File: src/hw/rtl/pdfm_pkg.sv
// Shared constants and types of the PWM duty and frequency meter.
package pdfm_pkg;

	localparam int COUNTER_WIDTH = 16;
	localparam int CAPTURE_WIDTH = 16;
	localparam int TICK_WIDTH    = 32;
	localparam int DUTY_WIDTH    = 7;
	localparam int PROD_WIDTH    = COUNTER_WIDTH + DUTY_WIDTH;
	localparam int STEP_WIDTH    = 6;

	localparam logic [DUTY_WIDTH-1:0] PERCENT_SCALE   = DUTY_WIDTH'(100);
	localparam logic [1:0]            LAST_EDGE       = 2'd2;
	localparam logic [TICK_WIDTH-1:0] TICK_RATE_RESET = TICK_WIDTH'(250000);
	localparam logic [STEP_WIDTH-1:0] DUTY_STEPS      = STEP_WIDTH'(DUTY_WIDTH);
	localparam logic [STEP_WIDTH-1:0] FREQ_STEPS      = STEP_WIDTH'(TICK_WIDTH);
	localparam logic [STEP_WIDTH-1:0] STEP_ONE        = STEP_WIDTH'(1);

	typedef logic [COUNTER_WIDTH-1:0] cnt_t;

	typedef struct packed {
		logic                  start;
		logic [STEP_WIDTH-1:0] steps;
		cnt_t                  rem_init;
		logic [TICK_WIDTH-1:0] numer;
		cnt_t                  divisor;
	} div_cmd_t;

	typedef struct packed {
		logic                  busy;
		logic                  done;
		logic [TICK_WIDTH-1:0] quotient;
	} div_sts_t;

	typedef enum logic [5:0] {
		S_IDLE   = 6'b000001,
		S_MUL    = 6'b000010,
		S_DSTART = 6'b000100,
		S_DUTY   = 6'b001000,
		S_FSTART = 6'b010000,
		S_FREQ   = 6'b100000
	} state_t;

endpackage

File: src/hw/rtl/pdfm_if.sv
// Valid/ready channel interfaces for capture items and measurement items.
interface pdfm_in_if;
	logic                                valid;
	logic                                ready;
	logic [pdfm_pkg::CAPTURE_WIDTH-1:0] capture_time;

	modport source (output valid, output capture_time, input ready);
	modport sink   (input valid, input capture_time, output ready);
endinterface

interface pdfm_out_if;
	logic                             valid;
	logic                             ready;
	logic [pdfm_pkg::DUTY_WIDTH-1:0] duty_percent;
	logic [pdfm_pkg::TICK_WIDTH-1:0] frequency_hz;
	logic                             period_zero;

	modport source (output valid, output duty_percent, output frequency_hz,
		output period_zero, input ready);
	modport sink   (input valid, input duty_percent, input frequency_hz,
		input period_zero, output ready);
endinterface

File: src/hw/rtl/pdfm_div.sv
// Shared restoring divider, one quotient bit per cycle.
module pdfm_div (
	input  logic               clk,
	input  logic               arst_n,
	input  pdfm_pkg::div_cmd_t cmd,
	output pdfm_pkg::div_sts_t sts
);

	pdfm_pkg::cnt_t                            rem_q;
	pdfm_pkg::cnt_t                            divisor_q;
	logic [pdfm_pkg::TICK_WIDTH-1:0]           num_q;
	logic [pdfm_pkg::TICK_WIDTH-1:0]           quo_q;
	logic [pdfm_pkg::STEP_WIDTH-1:0]           cnt_q;
	logic                                      busy_q;
	logic                                      done_q;

	logic [pdfm_pkg::COUNTER_WIDTH:0] trial;
	logic [pdfm_pkg::COUNTER_WIDTH:0] div_ext;
	logic [pdfm_pkg::COUNTER_WIDTH:0] diff;
	logic                             ge;

	assign trial   = {rem_q, num_q[pdfm_pkg::TICK_WIDTH-1]};
	assign div_ext = {1'b0, divisor_q};
	assign diff    = trial - div_ext;
	assign ge      = trial >= div_ext;

	always_ff @(posedge clk or negedge arst_n) begin
		if (!arst_n) begin
			busy_q <= 1'b0;
			done_q <= 1'b0;
			cnt_q  <= '0;
		end else begin
			done_q <= 1'b0;
			if (cmd.start && !busy_q) begin
				busy_q <= 1'b1;
				cnt_q  <= cmd.steps;
			end else if (busy_q) begin
				cnt_q <= cnt_q - pdfm_pkg::STEP_ONE;
				if (cnt_q == pdfm_pkg::STEP_ONE) begin
					busy_q <= 1'b0;
					done_q <= 1'b1;
				end
			end
		end
	end

	always_ff @(posedge clk) begin
		if (cmd.start && !busy_q) begin
			rem_q     <= cmd.rem_init;
			num_q     <= cmd.numer;
			divisor_q <= cmd.divisor;
			quo_q     <= '0;
		end else if (busy_q) begin
			rem_q <= ge ? diff[pdfm_pkg::COUNTER_WIDTH-1:0]
				: trial[pdfm_pkg::COUNTER_WIDTH-1:0];
			num_q <= {num_q[pdfm_pkg::TICK_WIDTH-2:0], 1'b0};
			quo_q <= {quo_q[pdfm_pkg::TICK_WIDTH-2:0], ge};
		end
	end

	assign sts.busy     = busy_q;
	assign sts.done     = done_q;
	assign sts.quotient = quo_q;

endmodule

File: src/hw/rtl/pwm_duty_frequency_meter_unit.sv
// Top level of the PWM duty and frequency meter.
//
// Feed the capture channel with counter timestamps of the measured signal in the
// order rising, falling, rising. The first two items of a group only load the
// timestamp registers. The third one produces a single measurement item (duty
// in whole percent saturated at 100, tick rate over period in hertz, and a flag
// for a zero period): it is captured, the times-100 product is formed, then the
// shared one-bit-per-cycle divider runs 7 steps for the duty and 32 steps for
// the frequency, each after a start state; a zero period skips both divisions
// and a saturated duty skips the first. The capture side is ready only while
// the sequencer is idle, so it stalls while a finished item waits for the
// output register. Write tick_rate through cfg_wr_en/cfg_wr_data only while idle.
module pwm_duty_frequency_meter_unit (
	input  logic                             clk,
	input  logic                             arst_n,
	input  logic                             cfg_wr_en,
	input  logic [pdfm_pkg::TICK_WIDTH-1:0] cfg_wr_data,
	pdfm_in_if.sink                          capture,
	pdfm_out_if.source                       result
);

	pdfm_pkg::state_t                 state_q, state_d;
	logic [pdfm_pkg::TICK_WIDTH-1:0]  tick_rate_q;
	logic [1:0]                       edge_cnt_q;
	pdfm_pkg::cnt_t                   first_q, second_q;
	pdfm_pkg::cnt_t                   high_q, period_q;
	logic [pdfm_pkg::PROD_WIDTH-1:0]  prod_q;
	logic [pdfm_pkg::DUTY_WIDTH-1:0]  duty_q;
	logic                             sat_q;
	logic                             cap_ready;

	logic                             out_valid_q;
	logic [pdfm_pkg::DUTY_WIDTH-1:0]  out_duty_q;
	logic [pdfm_pkg::TICK_WIDTH-1:0]  out_freq_q;
	logic                             out_zero_q;

	logic [31:0]                      cap_ext;
	pdfm_pkg::cnt_t                   cap_t;
	logic                             accept;
	logic                             out_free;
	logic                             load_out;
	logic [pdfm_pkg::DUTY_WIDTH-1:0]  load_duty;
	logic [pdfm_pkg::TICK_WIDTH-1:0]  load_freq;
	logic                             load_zero;

	pdfm_pkg::div_cmd_t               div_cmd;
	pdfm_pkg::div_sts_t               div_sts;

	assign cap_ext  = 32'(capture.capture_time);
	assign cap_t    = cap_ext[pdfm_pkg::COUNTER_WIDTH-1:0];
	assign accept   = capture.valid && capture.ready;
	assign out_free = !out_valid_q || result.ready;

	// The sequencer may only finish when the output register can take the item.
	assign cap_ready = (state_q == pdfm_pkg::S_IDLE);
	assign capture.ready = cap_ready;

	always_ff @(posedge clk or negedge arst_n) begin
		if (!arst_n) begin
			tick_rate_q <= pdfm_pkg::TICK_RATE_RESET;
		end else if (cfg_wr_en) begin
			tick_rate_q <= cfg_wr_data;
		end
	end

	pdfm_div u_div (
		.clk    (clk),
		.arst_n (arst_n),
		.cmd    (div_cmd),
		.sts    (div_sts)
	);

	always_comb begin
		div_cmd.start    = (state_q == pdfm_pkg::S_DSTART)
			|| (state_q == pdfm_pkg::S_FSTART);
		div_cmd.divisor  = period_q;
		if (state_q == pdfm_pkg::S_DSTART) begin
			div_cmd.steps    = pdfm_pkg::DUTY_STEPS;
			// high < period here, so the upper product bits stay below the divisor
			div_cmd.rem_init = prod_q[pdfm_pkg::PROD_WIDTH-1:pdfm_pkg::DUTY_WIDTH];
			div_cmd.numer    = {prod_q[pdfm_pkg::DUTY_WIDTH-1:0],
				(pdfm_pkg::TICK_WIDTH-pdfm_pkg::DUTY_WIDTH)'(0)};
		end else begin
			div_cmd.steps    = pdfm_pkg::FREQ_STEPS;
			div_cmd.rem_init = '0;
			div_cmd.numer    = tick_rate_q;
		end
	end

	always_comb begin
		state_d   = state_q;
		load_out  = 1'b0;
		load_duty = '0;
		load_freq = '0;
		load_zero = 1'b0;
		unique case (state_q)
			pdfm_pkg::S_IDLE: begin
				if (accept && edge_cnt_q == pdfm_pkg::LAST_EDGE) begin
					state_d = pdfm_pkg::S_MUL;
				end
			end
			pdfm_pkg::S_MUL: begin
				if (period_q == '0) begin
					// zero period: flag and force zero results
					if (out_free) begin
						load_out  = 1'b1;
						load_zero = 1'b1;
						state_d   = pdfm_pkg::S_IDLE;
					end
				end else if (high_q >= period_q) begin
					state_d = pdfm_pkg::S_FSTART;
				end else begin
					state_d = pdfm_pkg::S_DSTART;
				end
			end
			pdfm_pkg::S_DSTART: begin
				state_d = pdfm_pkg::S_DUTY;
			end
			pdfm_pkg::S_DUTY: begin
				if (div_sts.done) begin
					state_d = pdfm_pkg::S_FSTART;
				end
			end
			pdfm_pkg::S_FSTART: begin
				state_d = pdfm_pkg::S_FREQ;
			end
			pdfm_pkg::S_FREQ: begin
				// hold the final quotient until the output register frees up
				if ((div_sts.done || !div_sts.busy) && out_free) begin
					load_out  = 1'b1;
					load_duty = sat_q ? pdfm_pkg::PERCENT_SCALE : duty_q;
					load_freq = div_sts.quotient;
					state_d   = pdfm_pkg::S_IDLE;
				end
			end
			default: begin
				state_d = pdfm_pkg::S_IDLE;
			end
		endcase
	end

	always_ff @(posedge clk or negedge arst_n) begin
		if (!arst_n) begin
			state_q     <= pdfm_pkg::S_IDLE;
			edge_cnt_q  <= '0;
			first_q     <= '0;
			second_q    <= '0;
			out_valid_q <= 1'b0;
		end else begin
			state_q <= state_d;
			if (accept) begin
				unique case (edge_cnt_q)
					2'd0: begin
						first_q    <= cap_t;
						edge_cnt_q <= 2'd1;
					end
					2'd1: begin
						second_q   <= cap_t;
						edge_cnt_q <= pdfm_pkg::LAST_EDGE;
					end
					default: begin
						edge_cnt_q <= '0;
					end
				endcase
			end
			if (load_out) begin
				out_valid_q <= 1'b1;
			end else if (result.ready) begin
				out_valid_q <= 1'b0;
			end
		end
	end

	always_ff @(posedge clk) begin
		if (accept && edge_cnt_q == pdfm_pkg::LAST_EDGE) begin
			high_q   <= second_q - first_q;
			period_q <= cap_t - first_q;
		end
		if (state_q == pdfm_pkg::S_MUL) begin
			prod_q <= pdfm_pkg::PROD_WIDTH'(high_q)
				* pdfm_pkg::PROD_WIDTH'(pdfm_pkg::PERCENT_SCALE);
			sat_q  <= high_q >= period_q;
		end
		if (state_q == pdfm_pkg::S_DUTY && div_sts.done) begin
			duty_q <= div_sts.quotient[pdfm_pkg::DUTY_WIDTH-1:0];
		end
		if (load_out) begin
			out_duty_q <= load_duty;
			out_freq_q <= load_freq;
			out_zero_q <= load_zero;
		end
	end

	assign result.valid        = out_valid_q;
	assign result.duty_percent = out_duty_q;
	assign result.frequency_hz = out_freq_q;
	assign result.period_zero  = out_zero_q;

	a_div_done_in_run: assert property (@(posedge clk) disable iff (!arst_n)
		div_sts.done |-> (state_q == pdfm_pkg::S_DUTY || state_q == pdfm_pkg::S_FREQ))
		else $error("divider finished outside a division state");

	a_edge_cnt_range: assert property (@(posedge clk) disable iff (!arst_n)
		edge_cnt_q != 2'd3)
		else $error("edge count out of range");

	a_zero_results: assert property (@(posedge clk) disable iff (!arst_n)
		result.valid && result.period_zero |->
		result.duty_percent == '0 && result.frequency_hz == '0)
		else $error("zero period item carries nonzero results");

	a_duty_limit: assert property (@(posedge clk) disable iff (!arst_n)
		result.valid |-> result.duty_percent <= pdfm_pkg::PERCENT_SCALE)
		else $error("duty above full scale");

	a_item_from_run: assert property (@(posedge clk) disable iff (!arst_n)
		load_out |-> (state_q == pdfm_pkg::S_MUL || state_q == pdfm_pkg::S_FREQ))
		else $error("item produced outside a finishing state");

endmodule

File: src/flat_wrapper.sv
// flat-port wrapper written by rule: the top's interface ports become plain ports
module pwm_duty_frequency_meter_unit_flat 
  (clk, arst_n, cfg_wr_en, cfg_wr_data, capture_valid, capture_capture_time, capture_ready, result_valid, result_duty_percent, result_frequency_hz, result_period_zero, result_ready);
  pdfm_in_if capture_i ();
  pdfm_out_if result_i ();
  input  logic clk;
  input  logic arst_n;
  input  logic cfg_wr_en;
  input  logic [pdfm_pkg::TICK_WIDTH-1:0] cfg_wr_data;
  input wire logic [$bits(capture_i.valid)-1:0] capture_valid;
  input wire logic [$bits(capture_i.capture_time)-1:0] capture_capture_time;
  output wire logic [$bits(capture_i.ready)-1:0] capture_ready;
  output wire logic [$bits(result_i.valid)-1:0] result_valid;
  output wire logic [$bits(result_i.duty_percent)-1:0] result_duty_percent;
  output wire logic [$bits(result_i.frequency_hz)-1:0] result_frequency_hz;
  output wire logic [$bits(result_i.period_zero)-1:0] result_period_zero;
  input wire logic [$bits(result_i.ready)-1:0] result_ready;
  assign capture_i.valid = capture_valid;
  assign capture_i.capture_time = capture_capture_time;
  assign capture_ready = capture_i.ready;
  assign result_valid = result_i.valid;
  assign result_duty_percent = result_i.duty_percent;
  assign result_frequency_hz = result_i.frequency_hz;
  assign result_period_zero = result_i.period_zero;
  assign result_i.ready = result_ready;
  pwm_duty_frequency_meter_unit u_core (.clk(clk), .arst_n(arst_n), .cfg_wr_en(cfg_wr_en), .cfg_wr_data(cfg_wr_data), .capture(capture_i), .result(result_i));
endmodule
File: config.mk
export PLATFORM = sky130hd
export DESIGN_NAME = pwm_duty_frequency_meter_unit_flat
export DESIGN_NICKNAME = d
export VERILOG_FILES = /design/src/hw/rtl/pdfm_pkg.sv /design/src/hw/rtl/pdfm_if.sv /design/src/hw/rtl/pdfm_div.sv /design/src/hw/rtl/pwm_duty_frequency_meter_unit.sv /design/src/flat_wrapper.sv
export SDC_FILE = /design/constraint.sdc
export NUM_CORES = 1
export LEC_CHECK = 0
export BUFFER_PORTS_ARGS = -buffer_cell sky130_fd_sc_hd__clkbuf_2
export CAP_MARGIN = 0
export CORE_MARGIN = 4
export CORE_UTILIZATION = 55
export DETAILED_ROUTE_END_ITERATION = 6
export PLACE_DENSITY = 0.83
export SLEW_MARGIN = 20
export SYNTH_ARGS = -nofsm -noshare
export SYNTH_HDL_FRONTEND = slang
export SYNTH_SLANG_ARGS = --single-unit
export TNS_END_PERCENT = 50
File: constraint.sdc
create_clock -name clk -period 5 [get_ports clk]
set_input_delay 0.25 -clock clk [delete_from_list [all_inputs] [get_ports clk]]
set_output_delay 0.25 -clock clk [all_outputs]
set_load 0.02 [all_outputs]
==> metrics.txt, run 1 <==
critical path endpoint category=flip-flop; clk sink count=278; Critical Path Start Type=flip-flop; Layout area overhead=15.6%; Clock Latency Late Sink=around 0.54 ns; Pleak=between 7 and 8 nW; Inserted Clock Buffers=28; final setup vio count=0; CP Data Arrival Time=3.97 ns; Final Hold Viols=0; drt via density=5.74; Crit Path Category=flip-flop to flip-flop; CTS tree=yes; Worst Skew=around 0.015 ns; outcome=completed; Flop pwr share=35.5%; CTS resizes=0; CTS Buffer Depth=3; num ports=between 90 and 100; Rel. slew slack=~30%; CP Cell Sequence=ha_1, ha_1, fa_1, ha_1, nor2b_1, o21a_1, o21ai_0, a211oi_1, o22ai_1, or3_1, nand3_1; Placed Area=approximately 0.015 mm2; combined area of all synthesized cells=0.0145 mm2; first-pass GRT wire length=about 49 mm; commonest non-fill, non-tap cell in the layout=edfxtp_1; Root Buffer=clkbuf_16; Initial Utilization=a little under three fifths; final instance area=0.0168 mm2; Final Max Slew Viols=0; pwr/cell area=between 500 and 600 mW/mm2; antenna violations before repair=0; Critical-path top delay cell=fa_1; CP delay by family, top=adder cells; RSZ-0062 raised after global routing=false; Antenna Cells=0; FP Rows=59; Remaining Overflow, GRT=0; RD Place Congestion=0.835; DRC viols=0; share of flip-flops with an asynchronous set or reset=a little under 30%; post-route insts no fill=~1800; Hold WS=a little under 0.1 ns; Worst Path Buf+Inv=0; Tcrit/Tclk final=approximately three quarters; setup tns final=0 ns; PnR Total Power=9.65 mW; Post-synth EDFFs=approximately 170; Slew @ Worst Pin=1.05 ns; fmax=0.271 GHz; ANT nets after route=0; WL final=~30 mm; Crit Path Max Fanout=5; PortBufs=94; Cells after Synth=1256; die area=0.0291 mm2; largest net degree at the start of global routing=a little under 70; clock power share=between 20% and 30%; global router's overall resource usage=about a fifth; Die Y=around 170 um; Synth Area per Inst=between 10 and 15 um2; CTS H-tree depth=1; dpl cells=about 1700; max incr delay on CP=0.48 ns; Nets=around 1600; #FFs+latches synth=about 280; share of cells above drive strength 1=between 10% and 20%; fin crit period=between 3 and 4 ns; clk slew on worst S/H paths=about 0.06 ns; Critical Path Most Common Cell=ha_1; via count=around 10000; Synth cell types=67; die width=around 170 um; Pre-antenna DRT Iters=5; sw power=~3.5 mW; register area share after synthesis=a little over half; Internal Pwr Total=slightly above 6 mW; CORE AREA=~0.026 mm2; drt wl/cell=around 17 um; Max-Cap Viols=0; initial drt markers=700; Ys Warns=0; Peak supply drop=0.000418 V; Tightest Hold Check Type=input port to asynchronous set/reset pin; commonest cells after routing, fill and taps aside=edfxtp_1 (165), inv_1 (124), ha_1 (116); Post-DP HPWL=approximately 20 mm; ys flop type=edfxtp_1; syn nets=between 1000 and 1500; logic gate share of total power=about 43%; critical path data required time=about 5.3 ns; vias in the first global route=about 10000; switching share of total power=36.0%
## cells in the mapped netlist (7+ instances only)
cell type | instances | area (um2)
edfxtp_1 | 165 | 4950
inv_1 | 126 | 473
ha_1 | 116 | 1450
dfrtp_1 | 73 | 1830
nand2_1 | 70 | 263
o21ai_0 | 68 | 340
nor2_1 | 66 | 248
a22o_1 | 59 | 517
a21oi_1 | 51 | 255
mux2_2 | 48 | 541
and2_1 | 40 | 250
dfxtp_1 | 32 | 641
clkbuf_1 | 27 | 101
a21o_1 | 25 | 188
xnor2_1 | 25 | 219
nor3_1 | 18 | 90.1
nand3_1 | 17 | 85.1
xor2_1 | 17 | 149
fa_1 | 14 | 280
mux2i_1 | 13 | 130
nand4_1 | 13 | 81.3
o21a_1 | 13 | 97.6
nand2b_1 | 12 | 75.1
nor2b_1 | 12 | 75.1
or3_1 | 11 | 68.8
a211oi_1 | 8 | 60.1
dfstp_2 | 8 | 210
a31oi_1 | 7 | 43.8
o2111ai_1 | 7 | 61.3
o211ai_1 | 7 | 52.6
o22ai_1 | 7 | 43.8
## power by group through the flow
stage	combinational [mW]	clock, mW	sequential [mW]
floorplan	3.22	0	3.38
global placement	3.84	0	3.44
detailed placement	4.03	0	3.46
CTS	4.12	2.10	3.42
global route	4.70	2.19	3.47
finish	4.15	2.07	3.42
## per-layer routing
layer | wire [um] | vias to the layer above | track usage (%) | part of all wire, %
met4 | 966 | 0 | 6.56 | 3.2
met1 | 12700 | 4911 | 26.7 | 42
met3 | 1150 | 77 | 2.22 | 3.8
li1 | - | 4856 | - | -
met2 | 15200 | 245 | 35.6 | 51
met5 | 0 | - | 0 | 0
## repair_timing
item / CTS / global route
buffers inserted: 0 / 0
hold buffers: 49 / 0
endpoints found under the hold margin: 76 / 0
## cells by family (layout without fill, tap and decap cells)
logic type,after synthesis,after routing,synth area share [%]
AOI/OAI and AO/OA,290,290,13.7
xor gates and xnor gates,42,42,2.53
adders and majority gates,130,130,11.9
buffers and inverters,165,332,4.44
DFF,278,278,52.6
muxes,61,61,4.62
and+or+nand+nor,290,290,10.2
## registers in the layout, summed over array words and instances (netlist names)
signal	count
u_core.result.frequency_hz	32
u_core.u_div.quo_q	32
u_core.result.duty_percent	7
u_core.u_div.busy_q	1
u_core.result.period_zero	1
u_core.duty_q	7
u_core.second_q	16
u_core.edge_cnt_q	2
u_core.first_q	16
u_core.prod_q	21
u_core.tick_rate_q	32
u_core.u_div.done_q	1
u_core.state_q	6
u_core.high_q	16
u_core.u_div.rem_q	16
u_core.sat_q	1
u_core.result.valid	1
u_core.u_div.num_q	32
u_core.u_div.divisor_q	16
u_core.u_div.cnt_q	6
u_core.period_q	16
## cell type report
type	count	area (um2)
fill	1894	9200
clock buffer	43	861
inverter	126	473
tap	335	419
timing repair buffer	154	1070
sequential	278	7630
multi-input combinational	813	6270
clock inverter	9	67.6
## through the flow
step / worst slack, ns / utilization [%]
after floorplan: 0.224 / -
after global placement: 1.47 / 59.0
after detailed placement: 1.38 / 59.0
after CTS: 1.32 / 64.5
after global routing: 1.08 / 64.6
final: 1.31 / 64.6
## final timing paths
check,slack [ns],to,startpoint,depth (start not counted)
min in group clk,0.11,u_core.edge_cnt_q[1],capture_valid,3
worst min-delay path,0.1,u_core.first_q[10],arst_n,2
worst max register to register,1.31,u_core.prod_q[22],u_core.high_q[2],11
worst min register to register,0.49,u_core.duty_q[4],u_core.u_div.quo_q[4],0
worst max-delay path,1.31,u_core.prod_q[22],u_core.high_q[2],11
max in group asynchronous,3.74,u_core.tick_rate_q[23],arst_n,3
(Power assumes the default switching activity.)
==> inputs of run 2 (changes only) <==
Settings changed: CORE_UTILIZATION 55 to 61, PLACE_DENSITY 0.83 to 0.87.
Clock period 5 ns to 3.7 ns, I/O delays scaled along.
==> run 2 against run 1 <==
Effect of this change: sequential cell count is the same; clock-buffer cell count down 4; cell count shrank 0.74%; sequential share of layout area about the same; clock power rose by 37%; highest routed layer unchanged.
==> metrics.txt, run 2 (synthesis results as in run 1) <==
antenna violations before repair=0 (unchanged); initial drt markers=656 (-6.3%); Critical Path Most Common Cell=ha_1; pwr/cell area=785 mW/mm2 (+37%); ANT nets after route=0 (unchanged); Placed Area=0.0154 mm2 (+0.16%); Peak supply drop=0.000659 V (+58%); Remaining Overflow, GRT=0 (unchanged); Reg area=0.00763 mm2 (unchanged); Critical Path Start Type=flip-flop; Flop pwr share=35.2% (-0.3 points); fmax=0.279 GHz (+2.9%); Pre-antenna DRT Iters=7 (+2); Layout area overhead=15.6% (about the same); critical path endpoint category=flip-flop; Final Hold Viols=0 (unchanged); CORE AREA=0.0235 mm2 (-9.7%); Die Y=162 um (-4.8%); share of cells above drive strength 1=15.9% (+0.67 points); Post-DP HPWL=21.1 mm (+2.9%); vias in the first global route=10319 (+0.55%); Internal Pwr Total=8.38 mW (+36%); Worst Path Buf+Inv=1 (+1); CP Data Arrival Time=3.85 ns (-0.12 ns); Critical-path top delay cell=fa_1; Final Max Slew Viols=0 (unchanged); CTS tree=yes; drt wl/cell=17.7 um (+4.1%); clk slew on worst S/H paths=0.06 ns (about the same); global router's overall resource usage=23.1% (+2.7 points); via count=10200 (+1.1%); Clock Latency Late Sink=0.55 ns (about the same); WL final=30.9 mm (+3.4%); PortBufs=94 (unchanged); Max-Cap Viols=0 (unchanged); Antenna Cells=0 (unchanged); Worst Skew=0.0350 ns (+0.0195 ns); Pleak=7.22 nW (+0.39%); CTS H-tree depth=1 (unchanged); CTS Buffer Depth=3 (unchanged); setup ws final=0.112 ns (-1.20 ns); commonest cells after routing, fill and taps aside=edfxtp_1 (165), inv_1 (125), ha_1 (116); Crit Path Category=flip-flop to flip-flop; CP delay by family, top=adder cells; CP Cell Sequence=ha_1, ha_1, fa_1, ha_1, nor2b_1, o21a_1, o21ai_1, buf_4, a21oi_1, nor3_1, o21ai_0, o311a_1; die area=0.0263 mm2 (-9.4%); largest net degree at the start of global routing=56 (-19%); first-pass GRT wire length=50.4 mm (+2.3%); num ports=95 (unchanged); Tcrit/Tclk final=97.0% (+23 points); FP Rows=56 (-5.1%); post-CTS setup buffers=0 (unchanged); fin crit period=3.59 ns (-0.105 ns); Nets=1588 (+0.25%); Rel. slew slack=28.8% (-1.4 points); outcome=completed; DRC viols=0 (unchanged); switching share of total power=36.5% (+0.49 points); sw power=4.81 mW (+39%); final setup vio count=0 (unchanged); Root Buffer=clkbuf_16; Inserted Clock Buffers=27 (-3.6%); drt via density=5.85 (+1.9%); critical path data required time=3.97 ns (-1.31 ns); Crit Path Max Fanout=4 (-1); RSZ-0062 raised after global routing=false; Fill cells=1490 (-21%); max incr delay on CP=0.48 ns (about the same); logic gate share of total power=43.3% (+0.2 points); setup tns final=0 ns (unchanged); Slew @ Worst Pin=1.07 ns (+0.0205 ns); Initial Utilization=61.9% (+6.0 points); area of the multi-input gates=0.00628 mm2 (+0.14%); Tightest Hold Check Type=input port to flip-flop; final instance area=0.0168 mm2 (about the same); Placement Setup Slack=0.0965 ns (-1.29 ns); commonest non-fill, non-tap cell in the layout=edfxtp_1; RD Place Congestion=0.888 (+6.4%); Hold WS=0.0357 ns (-0.0633 ns); die width=162 um (-4.8%); clock power share=21.5% (about the same); clk sink count=278 (unchanged)
[run 2: changes by cell type in the layout (fill, tap and decap cells not counted), sizes merged]
cell / previous run / this run
buf: 12 / 17
inv: 126 / 129
clkinv: 8 / 4
bufinv: 1 / 2
clkinvlp: 0 / 2
clkbuf: 136 / 132
[run 2: final timing paths]
check,depth (start not counted),slack [ns],to,from
setup reg to reg,12,0.11,u_core.prod_q[16],u_core.high_q[2]
max in group asynchronous,3,2.52,u_core.tick_rate_q[17],arst_n
min in group asynchronous,2,0.22,u_core.first_q[15],arst_n
setup / recovery,12,0.11,u_core.prod_q[16],u_core.high_q[2]
hold / removal,3,0.04,u_core.edge_cnt_q[0],capture_valid
hold reg to reg,1,0.49,u_core.u_div.quo_q[31],u_core.u_div.quo_q[31]
[run 2: repair_timing]
item | CTS | global route
setup endpoints to repair | 0 | 4
endpoints found under the hold margin | 115 | 0
gates resized for setup | 0 | 3
hold buffers | 49 | 0
[run 2: power groups by stage]
stage / clock (mW) / sequential, mW / combinational, mW
finish: 2.83 / 4.65 / 5.71
global placement: 0 / 4.65 / 5.18
global route: 3.00 / 4.70 / 6.38
detailed placement: 0 / 4.69 / 5.48
floorplan: 0 / 4.57 / 4.36
CTS: 2.86 / 4.64 / 5.63
[run 2: metrics by stage]
step	utilization [%]	power [mW]	cells
3_5_place_dp	65.5	10.2	1646
5_1_grt	71.5	14.1	1745
4_1_cts	71.5	13.1	1745
3_3_place_gp	65.5	9.82	1646
2_1_floorplan	-	8.92	1256
6_report	71.5	13.2	1745
[run 2: metal layers]
metal	global-route usage, %	wire (um)	vias up
li1	-	-	4867
met3	2.99	1280	55
met2	40.8	15800	252
met4	6.50	812	0
met1	30.2	13100	5026
met5	0	0	-
[run 2: area by class of cell]
| class | instances | area share [%] |
|---|---|---|
| Clock buffer | 39 | 4.84 |
| Clock inverter | 11 | 0.685 |
| Inverter | 126 | 2.82 |
| Tap cell | 319 | 2.38 |
| Multi-Input combinational cell | 813 | 37.4 |
| Timing Repair Buffer | 159 | 6.45 |
| Sequential cell | 278 | 45.4 |
[run 2: worst register-to-register path: stages (launching register included)]
cell and delay (ns):
edfxtp_1 0.47, ha_1 0.34, ha_1 0.32, fa_1 0.48, ha_1 0.36, nor2b_1 0.16, o21a_1 0.19, o21ai_1 0.20
buf_4 0.15, a21oi_1 0.09, nor3_1 0.24, o21ai_0 0.17, o311a_1 0.13
==> inputs of run 3 (changes only) <==
Settings changed: CORE_MARGIN 4 to 2, CTS_CLUSTER_SIZE set to 30.
==> run 3 against run 2 <==
Effect of this change: wire length down 1.3%; cell count about the same; core utilization up 0.19 points; sequential share of layout area about the same; register-to-register slack better by 0.08 ns; die area down 4.9%; setup slack better by 0.084 ns; cell area about the same; sequential cell count unchanged.
==> metrics.txt, run 3 (synthesis results as in run 1) <==
commonest non-fill, non-tap cell in the layout=edfxtp_1; pwr/cell area=786 mW/mm2 (about the same); clk slew on worst S/H paths=0.06 ns (about the same); Layout area overhead=15.6% (about the same); fin crit period=3.50 ns (-0.0835 ns); Remaining Overflow, GRT=0 (unchanged); Inserted Clock Buffers=28 (+3.7%); Tightest Hold Check Type=input port to flip-flop; Post-DP HPWL=20.5 mm (-2.7%); Pre-antenna DRT Iters=5 (-2); post-CTS setup buffers=0 (unchanged); PnR Total Power=13.2 mW (about the same); CORE AREA=0.0234 mm2 (-0.30%); Root Buffer=clkbuf_16; Die Y=158 um (-2.5%); Initial Utilization=62.1% (+0.19 points); DRC viols=0 (unchanged); outcome=completed; critical path endpoint category=flip-flop; CTS H-tree depth=1 (unchanged); global router's overall resource usage=24.6% (+1.5 points); setup tns final=0 ns (unchanged); CTS Buffer Depth=3 (unchanged); r2r setup slk=0.20 ns (+0.08 ns); Pleak=7.22 nW (about the same); hold path cells=4 (+1); RD Place Congestion=0.856 (-3.6%); Critical R2R Capture=u_core.prod_q[16]; WHS Endpoint=u_core.state_q[0]; Crit Path Category=flip-flop to flip-flop; clk sink count=278 (unchanged); hold path start=capture_valid; initial drt markers=692 (+5.5%); critical path data required time=3.99 ns (+0.02 ns); R2R depth=12 (unchanged); antenna violations before repair=0 (unchanged); Rel. slew slack=29.8% (+1.0 points); RSZ-0062 raised after global routing=false; Tcrit/Tclk final=94.7% (-2.3 points); Placement Setup Slack=0.144 ns (+0.0474 ns); die area=0.0251 mm2 (-4.9%); WL final=30.5 mm (-1.3%); FP Rows=56 (unchanged); Nets=1588 (unchanged); final instance area=0.0168 mm2 (about the same); final setup vio count=0 (unchanged); Worst Skew=0.0101 ns (-0.0248 ns); drt via density=5.82 (-0.36%); fmax=0.285 GHz (+2.4%); setup ws final=0.196 ns (+0.0835 ns); ANT nets after route=0 (unchanged); Critical Path Start Type=flip-flop; die width=158 um (-2.5%); Max-Cap Viols=0 (unchanged); reg2reg start=u_core.high_q[3]; CTS tree=yes; via count=10169 (-0.30%); commonest cells after routing, fill and taps aside=edfxtp_1 (165), inv_1 (125), ha_1 (116); Placed Area=0.0154 mm2 (about the same); CP Data Arrival Time=3.79 ns (-0.06 ns); Clock Latency Late Sink=0.54 ns (about the same); Crit Path Max Fanout=4 (unchanged); Antenna Cells=0 (unchanged); drt wl/cell=17.5 um (-1.4%); vias in the first global route=10182 (-1.3%); Slew @ Worst Pin=1.05 ns (-0.0156 ns); Final Max Slew Viols=0 (unchanged); PortBufs=94 (unchanged); first-pass GRT wire length=49.6 mm (-1.5%); largest net degree at the start of global routing=61 (+8.9%); Peak supply drop=0.000598 V (-9.3%); share of cells above drive strength 1=15.7% (-0.22 points); Final Hold Viols=0 (unchanged); num ports=95 (unchanged)
==> run 3: cell types whose count changed in the layout (fill, tap and decap cells not counted), sizes merged <==
cell and change:
clkbuf +4, inv -2, clkinvlp -2, clkinv +2, buf -1
==> run 3: worst max path at each step <==
stage | from | end
6_report | u_core.high_q[3] | u_core.prod_q[16]
5_1_grt | u_core.high_q[7] | u_core.prod_q[22]
4_1_cts | u_core.high_q[2] | u_core.prod_q[22]
3_5_place_dp | u_core.high_q[1] | u_core.prod_q[22]
3_3_place_gp | u_core.high_q[7] | u_core.prod_q[22]
2_1_floorplan | u_core.state_q[2] | u_core.high_q[0]
==> run 3: what timing repair did <==
action / 4_1_cts / 5_1_grt
gates resized for setup: 0 / 3
hold buffers: 49 / 0
hold endpoints to repair: 120 / 0
endpoints found under the setup margin: 0 / 4
==> run 3: cell type report <==
class                      count  area (um2)
tap                          319         399
clock inverter                 9         101
fill                        1542        6620
timing repair buffer         158        1080
clock buffer                  43         828
inverter                     126         473
multi-input combinational    813        6280
sequential                   278        7630
==> run 3: worst max-delay path: stages (launching register included) <==
cell,delay [ns]
edfxtp_1,0.47
ha_1,0.32
ha_1,0.32
fa_1,0.47
ha_1,0.36
nor2b_1,0.16
o21a_1,0.18
o21ai_1,0.22
buf_4,0.16
a21oi_1,0.09
nor3_1,0.23
o21ai_0,0.15
o311a_1,0.12
==> run 3: through the flow <==
stage | hold WS (ns) | util (%) | std cells
2_1_floorplan | -0.111 | - | 1256
3_3_place_gp | 0.284 | 65.6 | 1645
5_1_grt | 0.0458 | 71.7 | 1746
4_1_cts | 0.0177 | 71.7 | 1746
6_report | 0.0364 | 71.7 | 1746
3_5_place_dp | 0.298 | 65.6 | 1645
==> run 3: power by group <==
part,internal (mW),leakage (nW),switching (mW)
Sequential,4.26,2.76,0.379
Combinational,2.44,4.00,3.27
Clock,1.68,0.458,1.15
==> run 3: metal layers <==
metal	part of all wire [%]	track usage [%]
met5	0	0
met4	3.0	8.75
met3	4.0	2.75
met2	51	43.2
met1	42	31.9
